## src/design/row_softmax_macros.svh

```systemverilog
// Assertion macros shared by the row softmax design.
`ifndef ROW_SOFTMAX_MACROS_SVH
`define ROW_SOFTMAX_MACROS_SVH
// Implication check, sampled on the rising clock, disabled during reset.
`define RS_ASSERT_IMP(lbl, clk, rst_n, ante, cons, msg) \
	lbl: assert property (@(posedge clk) disable iff (!rst_n) (ante) |-> (cons)) \
		else $error(msg);
// Next-cycle implication check.
`define RS_ASSERT_NXT(lbl, clk, rst_n, ante, cons, msg) \
	lbl: assert property (@(posedge clk) disable iff (!rst_n) (ante) |=> (cons)) \
		else $error(msg);
`endif

```

## src/design/rs_pkg.sv

```systemverilog
// ----------------------------------------------------------------------------
// rs_pkg
// Types and constants shared by the row softmax modules.
// ----------------------------------------------------------------------------
package rs_pkg;

	typedef struct packed {
		logic signed [15:0] logit;
		logic               row_last;
	} in_item_t;

	typedef struct packed {
		logic [15:0] prob;
		logic        out_last;
	} out_item_t;

	// Row descriptor handed from the front to the back.
	typedef struct packed {
		logic [6:0]         count;
		logic signed [15:0] maxv;
		logic               bank;
	} row_desc_t;

	localparam logic [16:0] LOG2E_Q15 = 17'd47274;

	function automatic logic [16:0] pow2_tab(input logic [4:0] idx);
		logic [16:0] v;
		case (idx)
			5'd0:  v = 17'd65536;
			5'd1:  v = 17'd62757;
			5'd2:  v = 17'd60097;
			5'd3:  v = 17'd57549;
			5'd4:  v = 17'd55109;
			5'd5:  v = 17'd52773;
			5'd6:  v = 17'd50535;
			5'd7:  v = 17'd48393;
			5'd8:  v = 17'd46341;
			5'd9:  v = 17'd44376;
			5'd10: v = 17'd42495;
			5'd11: v = 17'd40693;
			5'd12: v = 17'd38968;
			5'd13: v = 17'd37316;
			5'd14: v = 17'd35733;
			5'd15: v = 17'd34218;
			5'd16: v = 17'd32768;
			default: v = 17'd0;
		endcase
		return v;
	endfunction

endpackage

```

## src/design/rs_ram.sv

```systemverilog
// ----------------------------------------------------------------------------
// rs_ram
// Generic single-write, single-read RAM with registered read data.
// ----------------------------------------------------------------------------
module rs_ram #(
	parameter int WIDTH = 16,
	parameter int DEPTH = 64
) (
	input  logic                     clk,
	input  logic                     we,
	input  logic [$clog2(DEPTH)-1:0] waddr,
	input  logic [WIDTH-1:0]         wdata,
	input  logic [$clog2(DEPTH)-1:0] raddr,
	output logic [WIDTH-1:0]         rdata
);
	logic [WIDTH-1:0] mem_q [DEPTH];

	always_ff @(posedge clk) begin
		if (we) begin
			mem_q[waddr] <= wdata;
		end
		rdata <= mem_q[raddr];
	end
endmodule

```

## src/design/rs_front.sv

```systemverilog
// ----------------------------------------------------------------------------
// rs_front
// Accepts logits, writes them to the active bank and tracks the row maximum.
// ----------------------------------------------------------------------------
module rs_front #(
	parameter int ROW_MAX = 64
) (
	input  logic                clk,
	input  logic                arst_n,
	input  logic                in_valid,
	input  rs_pkg::in_item_t    in_item,
	output logic                in_stall,
	output logic                wr_en,
	output logic [$clog2(ROW_MAX)-1:0] wr_addr,
	output logic                wr_bank,
	output logic [15:0]         wr_data,
	output logic                desc_valid,
	output rs_pkg::row_desc_t   desc,
	input  logic                desc_full
);
	localparam int AW = $clog2(ROW_MAX);
	logic [6:0]         count_q;
	logic signed [15:0] max_q;
	logic               bank_q;
	logic               acc;
	logic               room;
	logic signed [15:0] new_max;

	assign in_stall = desc_full;
	assign acc      = in_valid && !in_stall;
	assign room     = count_q < 7'(ROW_MAX);
	assign new_max  = (room && in_item.logit > max_q) ? in_item.logit : max_q;

	assign wr_en   = acc && room;
	assign wr_addr = count_q[AW-1:0];
	assign wr_bank = bank_q;
	assign wr_data = in_item.logit;

	assign desc_valid = acc && in_item.row_last;
	assign desc.count = room ? count_q + 7'd1 : count_q;
	assign desc.maxv  = new_max;
	assign desc.bank  = bank_q;

	always_ff @(posedge clk or negedge arst_n) begin
		if (!arst_n) begin
			count_q <= '0;
			max_q   <= 16'sh8000;
			bank_q  <= 1'b0;
		end else if (acc) begin
			if (in_item.row_last) begin
				count_q <= '0;
				max_q   <= 16'sh8000;
				bank_q  <= !bank_q;
			end else begin
				count_q <= desc.count;
				max_q   <= new_max;
			end
		end
	end
endmodule

```

## src/design/rs_divider.sv

```systemverilog
// ----------------------------------------------------------------------------
// rs_divider
// Restoring divider, one quotient bit per cycle, for the rounded probability.
// ----------------------------------------------------------------------------
module rs_divider (
	input  logic        clk,
	input  logic        arst_n,
	input  logic        start,
	input  logic [32:0] dividend,
	input  logic [22:0] divisor,
	output logic        busy,
	output logic        done,
	output logic [32:0] quotient
);
	logic [5:0]  cnt_q;
	logic [32:0] quo_q;
	logic [23:0] rem_q;
	logic [22:0] div_q;
	logic [23:0] trial;
	logic        fit;

	assign trial    = {rem_q[22:0], quo_q[32]};
	assign fit      = trial >= {1'b0, div_q};
	assign busy     = cnt_q != 6'd0;
	assign quotient = quo_q;

	always_ff @(posedge clk or negedge arst_n) begin
		if (!arst_n) begin
			cnt_q <= '0;
			done  <= 1'b0;
		end else begin
			done <= cnt_q == 6'd1;
			if (start) begin
				cnt_q <= 6'd33;
			end else if (busy) begin
				cnt_q <= cnt_q - 6'd1;
			end
		end
	end

	always_ff @(posedge clk) begin
		if (start) begin
			quo_q <= dividend;
			rem_q <= '0;
			div_q <= divisor;
		end else if (busy) begin
			rem_q <= fit ? trial - {1'b0, div_q} : trial;
			quo_q <= {quo_q[31:0], fit};
		end
	end
endmodule

```

## src/design/rs_back.sv

```systemverilog
// ----------------------------------------------------------------------------
// rs_back
// Reads back one stored row, computes exponentials and their sum, then
// divides each exponential by the sum and emits the probabilities.
// ----------------------------------------------------------------------------
module rs_back #(
	parameter int ROW_MAX = 64
) (
	input  logic                clk,
	input  logic                arst_n,
	input  logic                desc_valid,
	input  rs_pkg::row_desc_t   desc,
	output logic                desc_pop,
	output logic                rd_bank,
	output logic [$clog2(ROW_MAX)-1:0] rd_addr,
	input  logic [15:0]         rd_data,
	output logic                out_valid,
	output rs_pkg::out_item_t   out_item,
	input  logic                out_stall
);
	localparam int AW = $clog2(ROW_MAX);

	typedef enum logic [6:0] {
		ST_IDLE  = 7'b0000001,
		ST_SUM   = 7'b0000010,
		ST_EXP   = 7'b0000100,
		ST_DSTRT = 7'b0001000,
		ST_DIV   = 7'b0010000,
		ST_OUT   = 7'b0100000,
		ST_WAIT  = 7'b1000000
	} state_t;

	state_t             state_q;
	logic [6:0]         idx_q;
	logic               pass2_q;
	logic [22:0]        sum_q;
	logic [16:0]        e_s2;
	logic [16:0]        u_s1;
	logic               rd_pend_s1;
	logic               u_v_s1;
	logic               ex_v_s2;
	logic [33:0]        prod;
	logic [16:0]        u_next;
	logic [15:0]        t;
	logic [8:0]         n;
	logic [3:0]         fi;
	logic [3:0]         fr;
	logic [16:0]        hi;
	logic [16:0]        lo;
	logic [21:0]        dm;
	logic [16:0]        m;
	logic [16:0]        e_next;
	logic               dstart;
	logic               dbusy;
	logic               ddone;
	logic [32:0]        quot;
	logic               out_v_q;
	rs_pkg::out_item_t  out_q;

	// Stage 1: scale the distance to base two.
	assign t      = desc.maxv - rd_data;
	assign prod   = {18'd0, t} * {17'd0, rs_pkg::LOG2E_Q15};
	assign u_next = 17'((prod + 34'd16384) >> 15);
	// Stage 2: table interpolation and shift.
	assign n  = u_s1[16:8];
	assign fi = u_s1[7:4];
	assign fr = u_s1[3:0];
	assign hi = rs_pkg::pow2_tab({1'b0, fi});
	assign lo = rs_pkg::pow2_tab({1'b0, fi} + 5'd1);
	assign dm = ({5'd0, hi - lo} * {18'd0, fr} + 22'd8) >> 4;
	assign m  = hi - dm[16:0];
	assign e_next = (n >= 9'd17) ? 17'd0 : (m >> n[4:0]);

	assign rd_bank  = desc.bank;
	assign rd_addr  = idx_q[AW-1:0];
	assign desc_pop = state_q == ST_WAIT && out_v_q == 1'b0 && !pass2_q;
	assign dstart   = state_q == ST_DSTRT;

	rs_divider u_div (
		.clk(clk), .arst_n(arst_n), .start(dstart),
		.dividend({e_s2, 16'd0} + {10'd0, sum_q[22:1]}),
		.divisor(sum_q), .busy(dbusy), .done(ddone), .quotient(quot)
	);

	assign out_valid = out_v_q;
	assign out_item  = out_q;

	always_ff @(posedge clk or negedge arst_n) begin
		if (!arst_n) begin
			state_q    <= ST_IDLE;
			idx_q      <= '0;
			pass2_q    <= 1'b0;
			rd_pend_s1 <= 1'b0;
			u_v_s1     <= 1'b0;
			ex_v_s2    <= 1'b0;
			out_v_q    <= 1'b0;
		end else begin
			rd_pend_s1 <= 1'b0;
			u_v_s1     <= rd_pend_s1;
			ex_v_s2    <= u_v_s1;
			if (out_v_q && !out_stall && state_q != ST_OUT) begin
				out_v_q <= 1'b0;
			end
			case (state_q)
				ST_IDLE: begin
					if (desc_valid) begin
						idx_q   <= '0;
						pass2_q <= 1'b0;
						state_q <= ST_SUM;
					end
				end
				// Pass one streams every entry through the exp pipeline.
				ST_SUM: begin
					if (idx_q == desc.count) begin
						if (!rd_pend_s1 && !u_v_s1 && !ex_v_s2) begin
							idx_q   <= '0;
							pass2_q <= 1'b1;
							state_q <= ST_EXP;
						end
					end else begin
						rd_pend_s1 <= 1'b1;
						idx_q      <= idx_q + 7'd1;
					end
				end
				// Pass two recomputes one exponential at a time.
				ST_EXP: begin
					if (ex_v_s2) begin
						state_q <= ST_DSTRT;
					end else if (!rd_pend_s1 && !u_v_s1) begin
						rd_pend_s1 <= 1'b1;
					end
				end
				ST_DSTRT: state_q <= ST_DIV;
				ST_DIV: begin
					if (ddone && !dbusy) begin
						state_q <= ST_OUT;
					end
				end
				ST_OUT: begin
					if (!out_v_q || !out_stall) begin
						out_v_q           <= 1'b1;
						out_q.prob        <= (sum_q == '0) ? 16'd0 :
							((quot > 33'd65535) ? 16'hFFFF : quot[15:0]);
						out_q.out_last    <= (idx_q + 7'd1) == desc.count;
						if ((idx_q + 7'd1) == desc.count) begin
							pass2_q <= 1'b0;
							state_q <= ST_WAIT;
						end else begin
							idx_q   <= idx_q + 7'd1;
							state_q <= ST_EXP;
						end
					end
				end
				// The row is released only once its last result has left.
				ST_WAIT: begin
					if (!out_v_q) begin
						state_q <= ST_IDLE;
					end
				end
				default: state_q <= ST_IDLE;
			endcase
		end
	end

	always_ff @(posedge clk) begin
		u_s1 <= u_next;
		e_s2 <= e_next;
		if (state_q == ST_IDLE) begin
			sum_q <= '0;
		end else if (ex_v_s2 && !pass2_q) begin
			sum_q <= sum_q + {6'd0, e_s2};
		end
	end
endmodule

```

## src/design/row_softmax.sv

```systemverilog
// ----------------------------------------------------------------------------
// row_softmax
// Softmax over one row of Q8.8 logits with the row maximum subtracted.
// ----------------------------------------------------------------------------
// Logits enter one item per cycle while in_stall is low and are written to
// one of two row banks that alternate from row to row; a one-deep row queue
// links the front to the back. After a row's last item the back reads the
// row twice: one pass builds the exponential sum, then each probability is
// recomputed and divided by the sum in the bit-serial 33-bit divider. The
// queue entry is held while the back works on its row, so input stalls from
// the acceptance of a row's last item until that row's last probability has
// been taken. Elements beyond ROW_MAX in a row are dropped.
module row_softmax #(
	parameter int ROW_MAX = 64
) (
	input  logic                clk,
	input  logic                arst_n,
	input  logic                in_valid,
	input  rs_pkg::in_item_t    in_item,
	output logic                in_stall,
	output logic                out_valid,
	output rs_pkg::out_item_t   out_item,
	input  logic                out_stall
);
	`include "row_softmax_macros.svh"
	localparam int AW = $clog2(ROW_MAX);

	logic              wr_en;
	logic [AW-1:0]     wr_addr;
	logic              wr_bank;
	logic [15:0]       wr_data;
	logic              push;
	rs_pkg::row_desc_t push_desc;
	logic              pop;
	logic              q_full_q;
	rs_pkg::row_desc_t q_desc_q;
	logic              rd_bank;
	logic [AW-1:0]     rd_addr;
	logic [15:0]       rd0;
	logic [15:0]       rd1;
	logic              rd_bank_s1;

	rs_front #(.ROW_MAX(ROW_MAX)) u_front (
		.clk(clk), .arst_n(arst_n), .in_valid(in_valid), .in_item(in_item),
		.in_stall(in_stall), .wr_en(wr_en), .wr_addr(wr_addr),
		.wr_bank(wr_bank), .wr_data(wr_data), .desc_valid(push),
		.desc(push_desc), .desc_full(q_full_q)
	);

	rs_ram #(.WIDTH(16), .DEPTH(ROW_MAX)) u_bank0 (
		.clk(clk), .we(wr_en && !wr_bank), .waddr(wr_addr), .wdata(wr_data),
		.raddr(rd_addr), .rdata(rd0)
	);
	rs_ram #(.WIDTH(16), .DEPTH(ROW_MAX)) u_bank1 (
		.clk(clk), .we(wr_en && wr_bank), .waddr(wr_addr), .wdata(wr_data),
		.raddr(rd_addr), .rdata(rd1)
	);

	always_ff @(posedge clk or negedge arst_n) begin
		if (!arst_n) begin
			q_full_q <= 1'b0;
		end else if (push) begin
			q_full_q <= 1'b1;
		end else if (pop) begin
			q_full_q <= 1'b0;
		end
	end

	always_ff @(posedge clk) begin
		rd_bank_s1 <= rd_bank;
		if (push) begin
			q_desc_q <= push_desc;
		end
	end

	rs_back #(.ROW_MAX(ROW_MAX)) u_back (
		.clk(clk), .arst_n(arst_n), .desc_valid(q_full_q), .desc(q_desc_q),
		.desc_pop(pop), .rd_bank(rd_bank), .rd_addr(rd_addr),
		.rd_data(rd_bank_s1 ? rd1 : rd0), .out_valid(out_valid),
		.out_item(out_item), .out_stall(out_stall)
	);

	`RS_ASSERT_IMP(a_no_push_full, clk, arst_n, push, !q_full_q, "row queue overrun")
	`RS_ASSERT_IMP(a_pop_needs_row, clk, arst_n, pop, q_full_q, "pop of empty row queue")
	`RS_ASSERT_NXT(a_out_hold, clk, arst_n, out_valid && out_stall, out_valid && $stable(out_item), "stalled result changed")
endmodule

```

## config.mk

```make
export PLATFORM = sky130hd
export DESIGN_NAME = row_softmax
export DESIGN_NICKNAME = d
export VERILOG_FILES = /design/src/design/rs_pkg.sv /design/src/design/rs_ram.sv /design/src/design/rs_front.sv /design/src/design/rs_divider.sv /design/src/design/rs_back.sv /design/src/design/row_softmax.sv
export VERILOG_INCLUDE_DIRS = /design/src /design/src/design
export SDC_FILE = /design/constraint.sdc
export NUM_CORES = 2
export LEC_CHECK = 0
export BUFFER_PORTS_ARGS = -buffer_cell sky130_fd_sc_hd__buf_2
export CAP_MARGIN = 40
export CELL_PAD_IN_SITES_DETAIL_PLACEMENT = 1
export CELL_PAD_IN_SITES_GLOBAL_PLACEMENT = 1
export CORE_ASPECT_RATIO = 0.5
export CORE_MARGIN = 5
export CORE_UTILIZATION = 55
export DETAILED_ROUTE_END_ITERATION = 12
export PLACE_DENSITY_LB_ADDON = 0.2
export SYNTH_ARGS = -nofsm -noshare
export SYNTH_HDL_FRONTEND = slang
export SYNTH_SLANG_ARGS = --single-unit
```

## constraint.sdc

```tcl
create_clock -name clk -period 10.6 [get_ports clk]
set_clock_uncertainty 0.2 [all_clocks]
set_input_delay 1.06 -clock clk [delete_from_list [all_inputs] [get_ports clk]]
set_output_delay 1.06 -clock clk [all_outputs]
set_load 0.01 [all_outputs]
```

==> reports/metrics.cfg <==
[timing]
tightest_slew_ns = 1.055
slew_viol_final = 0
relSlewSlack_pct = 29.67
finalHoldViolations = 0
worst_slack_ns = 0.3894
post-route-min-period_ns = 10.21
timing.final.crit_share_pct = 96.33
setup_viol_count_final = 0
fmax_mhz = 97.94

[synth]
netlist_instances = 6400
synth_mux_area_share_pct = 11.43
synth_top_family_by_area = multiplexers
synth_compound_area_share_pct = 7.528
synth.avg_cell_area_sq_um = 15.90
synth-edff-count = 2145
async_flop_share_pct = 2.193
syn_area_sq_mm = 0.1018
syn-num-nets = 6825
synth.ff_latch_count = 2326
ys_seq_area_share_pct = 67.11
synth-main-ff-cell = edfxtp_1
synth.area.top_cells = edfxtp_1, mux4_2, mux2i_1, ha_1, dfxtp_1
synth_xor_area_share_pct = 1.436
synth_top_area_cell = edfxtp_1
ys_warn_count = 0
yosys.area.top_type_share_pct = 63.29
synthAdderAreaFrac_pct = 5.742
synth_cell_types = 91
synthSimpleGateAreaFrac_pct = 4.685

[clock_tree]
htree_levels = 4
hold_buffers = 0
cts_tree = done
clkSlewWorstSetupHoldPaths_ns = 0.07
cts_sinks = 2326
cts_buffer_depth = 4
root_buffer = clkbuf_16
clk_latency_ns = 0.86
cts_buffers = 203

[floorplan]
placementRows = 111
ios = 40
start_util_pct = 55.43
core-area_sq_mm = 0.1836
dieHeight_um = 314.2
die_w_um = 618.3
die_area_sq_mm = 0.1943

[job]
cap_viol_max_count = 0

[global_routing]
grt_max_degree = 128
grt_pass1_vias = 64410
grt_overflow = 0
grt_pass1_wl_um = 432000
grt_antenna_before_repair = 16
track_usage_pct = 29.83

[worst_hold_path]
hp-class = register to register

[final_layout]
utilization_pct = 61.19
layout.nets = 6983
layout_commonest_cell = edfxtp_1
drive_above_1_share_pct = 13.63
syn_to_final_growth_pct = 10.39
final_cell_mix = edfxtp_1, mux2i_1, nor2_1

[placed_design]
dp_hpwl_um = 178500
port_buffers = 39
gp_congestion = 0.8407
dp_slack_ns = -0.01168

[critical_path]
cp.required_ns = 11.09
worst-path-buf-inv = 5
crit_type = register to register
worstSetupEndpointType = register
reg2reg_setup_slack_ns = 0.39
crit_family = adder cells
path_max_fanout = 6
crit_slowest_cell = or4b_1
cpPeakStageDelay_ns = 0.63
cp-start-kind = register
arrival_ns = 10.70

[drt]
drc = 0
ant_nets = 0
dr.pass1.iters = 6
routed_wl_um = 291700
vias = 61110
first_iter_violations = 7304
post_drt_wl_per_cell_um = 31.70
vias_per_cell = 6.640

[pwr]
powerDensity_mw_per_mm2 = 155.4
max-vdd-ir-drop_v = 0.0001196
p_leak_uw = 0.03783

[run_status]
status = completed

==> per-layer routing <==
| layer | routed length [um] | vias to the layer above | global-route usage [%] |
|---|---|---|---|
| met5 | 13 | - | 0 |
| met4 | 8134 | 2 | 8.139 |
| met3 | 28660 | 554 | 6.668 |
| met2 | 139300 | 3220 | 48.31 |
| met1 | 115600 | 31880 | 41.17 |
| li1 | - | 25450 | - |
==> cell type report <==
cell class | count | area (sq um)
repair buffers | 281 | 2402
clock inverters | 106 | 810.8
diodes | 5 | 12.51
clock buffers | 252 | 5399
inverters | 228 | 860.8
flip-flops and latches | 2326 | 68310
multi-input cells | 3518 | 31440
well taps | 2486 | 3110
fillers | 16380 | 71260
==> power by group <==
group / switching [uW] / internal (uW)
registers: 2.25 / 10000
clock network: 3350 / 3880
logic: 193 / 32.3
==> cells by family after synthesis <==
family                   Yosys count
multiplexers                     796
buffers and inverters            556
flip-flops                      2326
AND/OR/NAND/NOR                 1017
XOR/XNOR                         166
adder cells (fa/ha/maj)          404
AO/OA/AOI/OAI                   1135
==> sequential cells by signal, summed over array words and instances (netlist names), 23 cells and up <==
signal	flops
u_bank0.mem_q	1024
u_back.sum_q	23
u_back.u_div.rem_q	23
u_back.u_div.div_q	23
u_bank1.mem_q	1024
u_back.u_div.quotient	33
q_desc_q	24
==> final timing paths <==
path | depth (start not counted) | startpoint | endpoint
setup / recovery | 39 | rd_bank_s1$_DFF_P_ | u_back.hi[6]$_DFF_P_
hold / removal | 0 | q_desc_q[0]$_DFFE_PP_ | rd_bank_s1$_DFF_P_
setup reg to reg | 39 | rd_bank_s1$_DFF_P_ | u_back.hi[6]$_DFF_P_
hold reg to reg | 0 | q_desc_q[0]$_DFFE_PP_ | rd_bank_s1$_DFF_P_
max in group asynchronous | 2 | arst_n | u_back.idx_q[0]$_DFFE_PN0P_
min in group asynchronous | 2 | arst_n | u_back.state_q[6]$_DFFE_PN0P_
==> cells in the mapped netlist, types with 16 or more instances <==
cell,instances
and3_1,16
buf_1,82
a21oi_1,308
nor2_1,339
o21a_1,39
o31ai_1,18
nand3_1,57
nor2b_1,33
xor2_1,71
o32ai_1,21
mux2i_1,495
a21boi_0,17
o221ai_1,228
ha_1,299
inv_1,226
nor4_1,17
mux4_2,292
nand4_1,20
xnor2_1,94
a31oi_1,18
nand2_1,266
edfxtp_1,2145
dfxtp_1,130
a21o_1,36
or3_1,20
nand2b_1,24
dfrtp_1,49
o21ai_0,161
fa_1,105
a211oi_1,46
nor3_1,94
clkbuf_1,230
o22ai_1,132
and2_1,63
==> worst register-to-register path, delay by kind of cell (launching register included) <==
kind | cells | cell delay (ns)
adder cells (fa/ha/maj) | 10 | 3.86
AND/OR/NAND/NOR | 7 | 1.85
flip-flops | 1 | 0.34
AO/OA/AOI/OAI | 13 | 2.64
buffers and inverters | 5 | 0.50
multiplexers | 1 | 0.24
XOR/XNOR | 3 | 0.45
==> metrics by stage <==
step / power (uW) / hold slack, ns / cell area [sq um] / std cells / setup TNS, ns
finish: 17460 / 0.1452 / 112300 / 9202 / 0
global route: 18010 / 0.1527 / 112300 / 9199 / -0.03756
CTS: 17510 / 0.1432 / 112200 / 9186 / 0
detailed placement: 10430 / 0.1438 / 106000 / 8828 / -0.01168
global placement: 10400 / 0.1487 / 105500 / 8800 / 0
floorplan: 10240 / 0.1233 / 101800 / 6400 / 0
==> repair_timing <==
| item | in CTS | in global routing |
|---|---|---|
| gates resized for setup | 1 | 8 |
| buffers inserted | 0 | 3 |
| setup endpoints to repair | 4 | 29 |
| pin swaps | 0 | 1 |
Power figures use the tool's default switching activity.
